### config.mk
export PLATFORM = sky130hd
export DESIGN_NAME = hid_keyboard_report_to_ascii
export DESIGN_NICKNAME = d
export VERILOG_FILES = /design/src/rtl/core/hidkb_pkg.sv /design/src/rtl/core/hid_keyboard_report_to_ascii.sv /design/src/rtl/core/hidkb_decode.sv
export SDC_FILE = /design/constraint.sdc
export NUM_CORES = 1
export LEC_CHECK = 0
export BUFFER_PORTS_ARGS = -buffer_cell sky130_fd_sc_hd__buf_4
export CAP_MARGIN = 10
export CORE_MARGIN = 2
export CORE_UTILIZATION = 35
export CTS_BUF_LIST = sky130_fd_sc_hd__clkbuf_8
export CTS_CLUSTER_DIAMETER = 30
export DETAILED_ROUTE_END_ITERATION = 12
export PLACE_DENSITY_LB_ADDON = 0.08
export SYNTH_ARGS = -nofsm -noshare
export SYNTH_HDL_FRONTEND = slang
export SYNTH_SLANG_ARGS = --single-unit
### constraint.sdc
create_clock -name aclk -period 6.28 [get_ports aclk]
set_clock_uncertainty 0.1 [all_clocks]
set_input_delay 1.256 -clock aclk [delete_from_list [all_inputs] [get_ports aclk]]
set_output_delay 1.256 -clock aclk [all_outputs]
set_load 0.01 [all_outputs]
### src/rtl/core/hidkb_pkg.sv
`timescale 1ns / 1ps

package hidkb_pkg;

    localparam int unsigned MAX_SLOTS         = 6;
    localparam int unsigned KEY_SLOTS_DEFAULT = 6;
    localparam int unsigned CODE_W            = 8;

    localparam logic [CODE_W-1:0] TABLE_SIZE = 8'd104;
    localparam logic [CODE_W-1:0] SHIFT_MASK = 8'h22;

    // special key codes, fixed at build time
    localparam logic [CODE_W-1:0] CHAR_HOME  = 8'h80;
    localparam logic [CODE_W-1:0] CHAR_DEL   = 8'h81;
    localparam logic [CODE_W-1:0] CHAR_END   = 8'h82;
    localparam logic [CODE_W-1:0] CHAR_RIGHT = 8'h83;
    localparam logic [CODE_W-1:0] CHAR_LEFT  = 8'h84;
    localparam logic [CODE_W-1:0] CHAR_DOWN  = 8'h85;
    localparam logic [CODE_W-1:0] CHAR_UP    = 8'h86;

    typedef logic [MAX_SLOTS-1:0][CODE_W-1:0] key_vec_t;

    // usage code below TABLE_SIZE to character; zero where unmapped
    function automatic logic [CODE_W-1:0] map_char(input logic [6:0] code,
                                                   input logic       shifted);
        logic [CODE_W-1:0] wide;
        logic [CODE_W-1:0] ch;
        wide = {1'b0, code};
        ch   = 8'h00;
        unique case (code)
            7'd39:  ch = shifted ? 8'h29 : 8'h30;
            7'd40:  ch = 8'h0A;
            7'd42:  ch = 8'h08;
            7'd43:  ch = 8'h09;
            7'd44:  ch = 8'h20;
            7'd45:  ch = shifted ? 8'h5F : 8'h2D;
            7'd46:  ch = shifted ? 8'h2B : 8'h3D;
            7'd47:  ch = shifted ? 8'h7B : 8'h5B;
            7'd48:  ch = shifted ? 8'h7D : 8'h5D;
            7'd49:  ch = shifted ? 8'h7C : 8'h5C;
            7'd50:  ch = shifted ? 8'h7E : 8'h23;
            7'd51:  ch = shifted ? 8'h3A : 8'h3B;
            7'd52:  ch = shifted ? 8'h40 : 8'h27;
            7'd53:  ch = shifted ? 8'h7E : 8'h60;
            7'd54:  ch = shifted ? 8'h3C : 8'h2C;
            7'd55:  ch = shifted ? 8'h3E : 8'h2E;
            7'd56:  ch = shifted ? 8'h3F : 8'h2F;
            7'd74:  ch = CHAR_HOME;
            7'd76:  ch = CHAR_DEL;
            7'd77:  ch = CHAR_END;
            7'd79:  ch = CHAR_RIGHT;
            7'd80:  ch = CHAR_LEFT;
            7'd81:  ch = CHAR_DOWN;
            7'd82:  ch = CHAR_UP;
            7'd84:  ch = 8'h2F;
            7'd85:  ch = 8'h2A;
            7'd86:  ch = 8'h2D;
            7'd87:  ch = 8'h2B;
            7'd88:  ch = 8'h0A;
            7'd98:  ch = 8'h30;
            7'd99:  ch = 8'h2E;
            7'd100: ch = shifted ? 8'h7C : 8'h5C;
            7'd103: ch = 8'h3D;
            7'd30:  ch = shifted ? 8'h21 : 8'h31;
            7'd31:  ch = shifted ? 8'h22 : 8'h32;
            7'd32:  ch = shifted ? 8'h23 : 8'h33;
            7'd33:  ch = shifted ? 8'h24 : 8'h34;
            7'd34:  ch = shifted ? 8'h25 : 8'h35;
            7'd35:  ch = shifted ? 8'h5E : 8'h36;
            7'd36:  ch = shifted ? 8'h26 : 8'h37;
            7'd37:  ch = shifted ? 8'h2A : 8'h38;
            7'd38:  ch = shifted ? 8'h28 : 8'h39;
            default: begin
                if (wide >= 8'd4 && wide <= 8'd29) begin
                    // letters run contiguously from 'a' / 'A'
                    ch = (shifted ? 8'h41 : 8'h61) + wide - 8'd4;
                end else if (wide >= 8'd89 && wide <= 8'd97) begin
                    // keypad digits one to nine
                    ch = 8'h31 + wide - 8'd89;
                end else begin
                    ch = 8'h00;
                end
            end
        endcase
        return ch;
    endfunction

endpackage

### src/rtl/core/hid_keyboard_report_to_ascii.sv
`timescale 1ns / 1ps
// An accepted report beat is held in the input register, and its result then in the result register that drives m_*.
// Throughput: one report per cycle while m_ready holds; the input register and the result
// register form a two-stage pipeline with backpressure chained stage to stage.
// Reset: aresetn, synchronous, active low; empties both stages and clears
// the stored key codes of the previous report to zero.
module hid_keyboard_report_to_ascii #(
    parameter int unsigned KEY_SLOTS = hidkb_pkg::KEY_SLOTS_DEFAULT
) (
    input  logic       aclk,
    input  logic       aresetn,
    input  logic       s_valid,
    output logic       s_ready,
    input  logic [7:0] s_modifiers,
    input  logic [7:0] s_key_slot_0,
    input  logic [7:0] s_key_slot_1,
    input  logic [7:0] s_key_slot_2,
    input  logic [7:0] s_key_slot_3,
    input  logic [7:0] s_key_slot_4,
    input  logic [7:0] s_key_slot_5,
    output logic       m_valid,
    input  logic       m_ready,
    output logic [7:0] m_char_code
);

    logic                s1_valid_reg;
    logic [7:0]          s1_mods_reg;
    hidkb_pkg::key_vec_t s1_slots_reg;
    hidkb_pkg::key_vec_t prev_reg;
    logic                out_valid_reg;
    logic [7:0]          out_char_reg;
    logic [7:0]          char_next;
    logic                out_ready;
    logic                s1_advance;

    assign out_ready  = !out_valid_reg || m_ready;
    assign s1_advance = s1_valid_reg && out_ready;
    assign s_ready    = !s1_valid_reg || out_ready;

    always_ff @(posedge aclk) begin
        if (!aresetn) begin
            s1_valid_reg <= 1'b0;
        end else if (s_ready) begin
            s1_valid_reg <= s_valid;
        end
        if (s_valid && s_ready) begin
            s1_mods_reg  <= s_modifiers;
            s1_slots_reg <= {s_key_slot_5, s_key_slot_4, s_key_slot_3,
                             s_key_slot_2, s_key_slot_1, s_key_slot_0};
        end
    end

    hidkb_decode #(
        .KEY_SLOTS (KEY_SLOTS)
    ) u_decode (
        .modifiers (s1_mods_reg),
        .slots     (s1_slots_reg),
        .prev_keys (prev_reg),
        .char_code (char_next)
    );

    // replace the stored codes as the beat leaves the first stage
    always_ff @(posedge aclk) begin
        if (!aresetn) begin
            prev_reg <= '0;
        end else if (s1_advance) begin
            for (int i = 0; i < hidkb_pkg::MAX_SLOTS; i++) begin
                prev_reg[i] <= (i < KEY_SLOTS) ? s1_slots_reg[i] : 8'd0;
            end
        end
    end

    always_ff @(posedge aclk) begin
        if (!aresetn) begin
            out_valid_reg <= 1'b0;
        end else if (out_ready) begin
            out_valid_reg <= s1_valid_reg;
        end
        if (s1_advance) begin
            out_char_reg <= char_next;
        end
    end

    assign m_valid     = out_valid_reg;
    assign m_char_code = out_char_reg;

`ifndef ASSERT_OFF
    a_advance_fills_out: assert property (@(posedge aclk) disable iff (!aresetn)
        s1_advance |=> out_valid_reg)
        else $error("first stage advanced but result register is empty");

    a_stall_only_when_full: assert property (@(posedge aclk) disable iff (!aresetn)
        !s_ready |-> (s1_valid_reg && out_valid_reg && !m_ready))
        else $error("input stalled while pipeline has room");

    a_prev_tracks_slot0: assert property (@(posedge aclk) disable iff (!aresetn)
        s1_advance |=> (prev_reg[0] == $past(s1_slots_reg[0])))
        else $error("stored key code not updated from advancing beat");
`endif

endmodule

### src/rtl/core/hidkb_decode.sv
`timescale 1ns / 1ps

module hidkb_decode #(
    parameter int unsigned KEY_SLOTS = hidkb_pkg::KEY_SLOTS_DEFAULT
) (
    input  logic [7:0]          modifiers,
    input  hidkb_pkg::key_vec_t slots,
    input  hidkb_pkg::key_vec_t prev_keys,
    output logic [7:0]          char_code
);

    logic [hidkb_pkg::MAX_SLOTS-1:0] is_new;
    logic [7:0]                      pick;
    logic                            shifted;

    // a slot is new when nonzero and absent from every stored code
    always_comb begin
        logic held;
        for (int i = 0; i < hidkb_pkg::MAX_SLOTS; i++) begin
            held = 1'b0;
            for (int j = 0; j < hidkb_pkg::MAX_SLOTS; j++) begin
                if (j < KEY_SLOTS && prev_keys[j] == slots[i]) begin
                    held = 1'b1;
                end
            end
            is_new[i] = (i < KEY_SLOTS) && (slots[i] != 8'd0) && !held;
        end
    end

    // first new slot wins
    always_comb begin
        logic found;
        found = 1'b0;
        pick  = 8'd0;
        for (int i = 0; i < hidkb_pkg::MAX_SLOTS; i++) begin
            if (!found && is_new[i]) begin
                found = 1'b1;
                pick  = slots[i];
            end
        end
    end

    assign shifted = |(modifiers & hidkb_pkg::SHIFT_MASK);

    always_comb begin
        if (pick == 8'd0 || pick >= hidkb_pkg::TABLE_SIZE) begin
            char_code = 8'd0;
        end else begin
            char_code = hidkb_pkg::map_char(pick[6:0], shifted);
        end
    end

endmodule

==> results_dict.tcl <==
set metrics [dict create \
    status "finished clean" \
    drive_gt1_share_pct 12.98 \
    syn_area_per_cell_um2 8.548 \
    wl_um 33580 \
    crit_family "simple AND/OR/NAND/NOR gates" \
    grt_pass1_wl_um 50740 \
    r2r-start "s1_slots_reg[21]$_DFFE_PP_" \
    hpwl_um 23970 \
    crit_buf_inv 2 \
    worstPathArrival_ns 5.98 \
    cp_slowest_cell "a2111oi_0" \
    netlist.area_leader.share_pct 18.11 \
    portBuffers 63 \
    whs_ns 0.4451 \
    cp_max_fo 10 \
    syn_inst 1125 \
    antenna_found_initial 0 \
    drc 0 \
    seq_area_frac_synth_pct 28.52 \
    crit_chain "xor2_1, nor4_1, nand2_1, o211ai_1, or2_1, nand4_2, nor2_1, and3b_1, a21oi_1, inv_1, ha_1, o21ai_0, o2111ai_1, o21ai_1, nor2b_1, o21ai_1, a2111oi_0, buf_4, a31oi_1" \
    vias_per_cell 5.614 \
    drt_iter0_drc 830 \
    syn_area_um2 9617 \
    p_per_area_nw_per_um2 180.8 \
    cp-start-kind "flip-flop" \
    cts_num_sinks 108 \
    leakagePower_nw 3.808 \
    synth-seq-cells 108 \
    critPathRequiredTime_ns 6.33 \
    post_cts_buffers 0 \
    wl_per_cell_um 23.27 \
    num_rows 60 \
    setup_violations 0 \
    hp-start "s1_valid_reg$_SDFFE_PN0N_" \
    ys_types 78 \
    async_flop_share_pct 0 \
    place_congestion 0.9236 \
    crit_path_end_kind "flip-flop" \
    r2r_slack_ns 0.34 \
    cts-root-buf "clkbuf_8" \
    nets 1170 \
    cap_violations 0 \
    holdPathStages 1 \
    postRouteAntennaNets 0 \
    die_y_um 169.8 \
    cts-htree-levels 3 \
    grt_max_degree 51 \
    finalMaxSlewViolations 0 \
    cts.clk_slew.worst_paths_ns 0.13 \
    r2r_end "m_char_code[3]$_SDFFCE_PP0P_" \
    cts_tree "done" \
    clock_latency_ns 0.41 \
    vias 8101 \
    yosys_warnings 0 \
    cts_buffers 9 \
    die_x_um 169.8 \
    netlist_top_cells_area "edfxtp_1 (18%), xor2_1 (14%), xnor2_1 (13%)" \
    peakVddDrop_mv 0.1214 \
    min_path_type "flip-flop to flip-flop" \
    yosysTopAreaCell "edfxtp_1" \
    initial_core_util_pct 35.68 \
    finalHoldViolCount 0 \
    overflow 0 \
    crit_type "flip-flop to flip-flop" \
    clock.fmax_mhz 168.5 \
    finalCritPeriodShare_pct 94.53 \
    reg2reg_depth 19 \
    min_period_ns 5.936 \
    holdPathEnd "m_valid$_SDFFE_PN0P_" \
    critPathMaxStageDelay_ns 0.71 \
    cpMostUsedCell "o21ai_1" \
    first_pass_iters 6 \
    grt_pass1_vias 7877 \
    synthFlopType "edfxtp_1" \
    cts.path.max_buffers 2 \
    coreArea_um2 26950 \
    finalSetupTns_ns 0 \
    synth_edf_count 58 \
    n_antenna_cell 0 \
    area_growth_pct 5.959 \
    die-area_um2 28820 \
    synth_nets 1198 \
    rsz0062_at_grt "false" \
    cts_resized 0 \
    globalRouteTotalUtil_pct 23.54 \
    hold_buffers 0 \
    worst_slew_pin_slew_ns 0.9752 \
    io_pins 70 \
    slew-limit-headroom_pct 34.99 \
]
[cell usage in the layout, fill, tap and decap left out, drive strengths merged, types with 4 or more instances in the layout]
cell type | Yosys | routed
clkbuf | 23 | 9
o22ai | 19 | 19
o311a | 7 | 7
a21boi | 50 | 50
o211ai | 8 | 8
xnor2 | 139 | 139
a211oi | 5 | 5
and3 | 5 | 5
nor4 | 49 | 49
dfxtp | 50 | 50
a22oi | 4 | 4
mux2i | 7 | 7
o21a | 5 | 5
nor2 | 39 | 39
nand2 | 151 | 151
inv | 26 | 30
and2 | 6 | 6
xor2 | 154 | 154
edfxtp | 58 | 58
o21ai | 29 | 29
ha | 13 | 13
nand4 | 39 | 39
buf | 112 | 96
or3 | 7 | 7
a21o | 4 | 4
nand2b | 5 | 5
a31oi | 6 | 6
nor3 | 7 | 7
a21oi | 26 | 26
nand3 | 26 | 26
[kinds of logic after synthesis]
logic type      synth area share (%)
flops                          28.52
simple gates                   18.05
xor+xnor                       26.68
fa+ha+maj                      1.691
buf+inv                        9.133
compound gates                 14.85
mux                            1.080
[synthesized netlist by cell type (4+ instances only)]
| cell | number |
|---|---|
| a21oi_1 | 26 |
| inv_1 | 24 |
| nand3_1 | 25 |
| xnor2_1 | 139 |
| mux2i_1 | 7 |
| a31oi_1 | 6 |
| nor2_1 | 37 |
| nor3_1 | 7 |
| or3_1 | 7 |
| xor2_1 | 154 |
| nor4_1 | 44 |
| buf_1 | 4 |
| buf_4 | 38 |
| buf_2 | 63 |
| o21ai_1 | 7 |
| and2_1 | 6 |
| edfxtp_1 | 58 |
| o211ai_1 | 6 |
| dfxtp_1 | 50 |
| o21ai_0 | 22 |
| nand2b_1 | 5 |
| nand4_1 | 38 |
| a21boi_0 | 49 |
| clkbuf_1 | 23 |
| o21a_1 | 5 |
| buf_6 | 7 |
| o311a_1 | 7 |
| nand2_1 | 150 |
| o22ai_1 | 19 |
| ha_1 | 13 |
| and3_1 | 5 |
[through the flow]
stage / total power (W) / area, µm² / std cells / worst slack, ns / utilization (%)
after floorplan: 0.001244 / 9617 / 1125 / 1.891 / -
after global placement: 0.001396 / 9987 / 1427 / 0.5563 / 37.06
after detailed placement: 0.001396 / 9987 / 1427 / 0.5002 / 37.06
after CTS: 0.001859 / 10190 / 1443 / 0.4382 / 37.81
after global routing: 0.001939 / 10190 / 1443 / 0.04489 / 37.81
final: 0.001842 / 10190 / 1443 / 0.3437 / 37.81
[worst max-delay path by stage]
stage                     slack (ns)  depth (start not counted)                            to                  startpoint
after global routing            0.04                         19  m_char_code[3]$_SDFFCE_PP0P_  s1_slots_reg[21]$_DFFE_PP_
after global placement          0.56                         19  m_char_code[3]$_SDFFCE_PP0P_  s1_slots_reg[16]$_DFFE_PP_
after detailed placement        0.50                         19  m_char_code[3]$_SDFFCE_PP0P_  s1_slots_reg[16]$_DFFE_PP_
after floorplan                 1.89                         22  m_char_code[3]$_SDFFCE_PP0P_  s1_slots_reg[21]$_DFFE_PP_
final                           0.34                         19  m_char_code[3]$_SDFFCE_PP0P_  s1_slots_reg[21]$_DFFE_PP_
after CTS                       0.44                         19  m_char_code[3]$_SDFFCE_PP0P_  s1_slots_reg[16]$_DFFE_PP_
[power breakdown]
part | switching, W | internal, W | leakage [nW] | total, W
clock network | 0.000298 | 0.000160 | 0.104 | 0.000457
logic | 0.000241 | 0.000218 | 2.73 | 0.000459
registers | 0.000139 | 0.000787 | 0.971 | 0.000926
[layout make-up]
class | instances | area (µm²)
fill | 2795 | 16760
multi-input combinational | 856 | 6000
clock inverter | 7 | 78.83
sequential | 108 | 2743
inverter | 26 | 97.59
clock buffer | 9 | 123.9
timing repair buffer | 96 | 720.7
tap | 341 | 426.7
[metal layers]
| metal | wire length [µm] | track usage (%) | up-vias |
|---|---|---|---|
| met1 | 14350 | 29.43 | 3925 |
| met2 | 16410 | 41.26 | 300 |
| li1 | - | - | 3790 |
| met4 | 1439 | 9.662 | 0 |
| met5 | 0 | 0 | - |
| met3 | 1385 | 2.589 | 86 |
No activity file was read; power rests on OpenSTA's default activity.
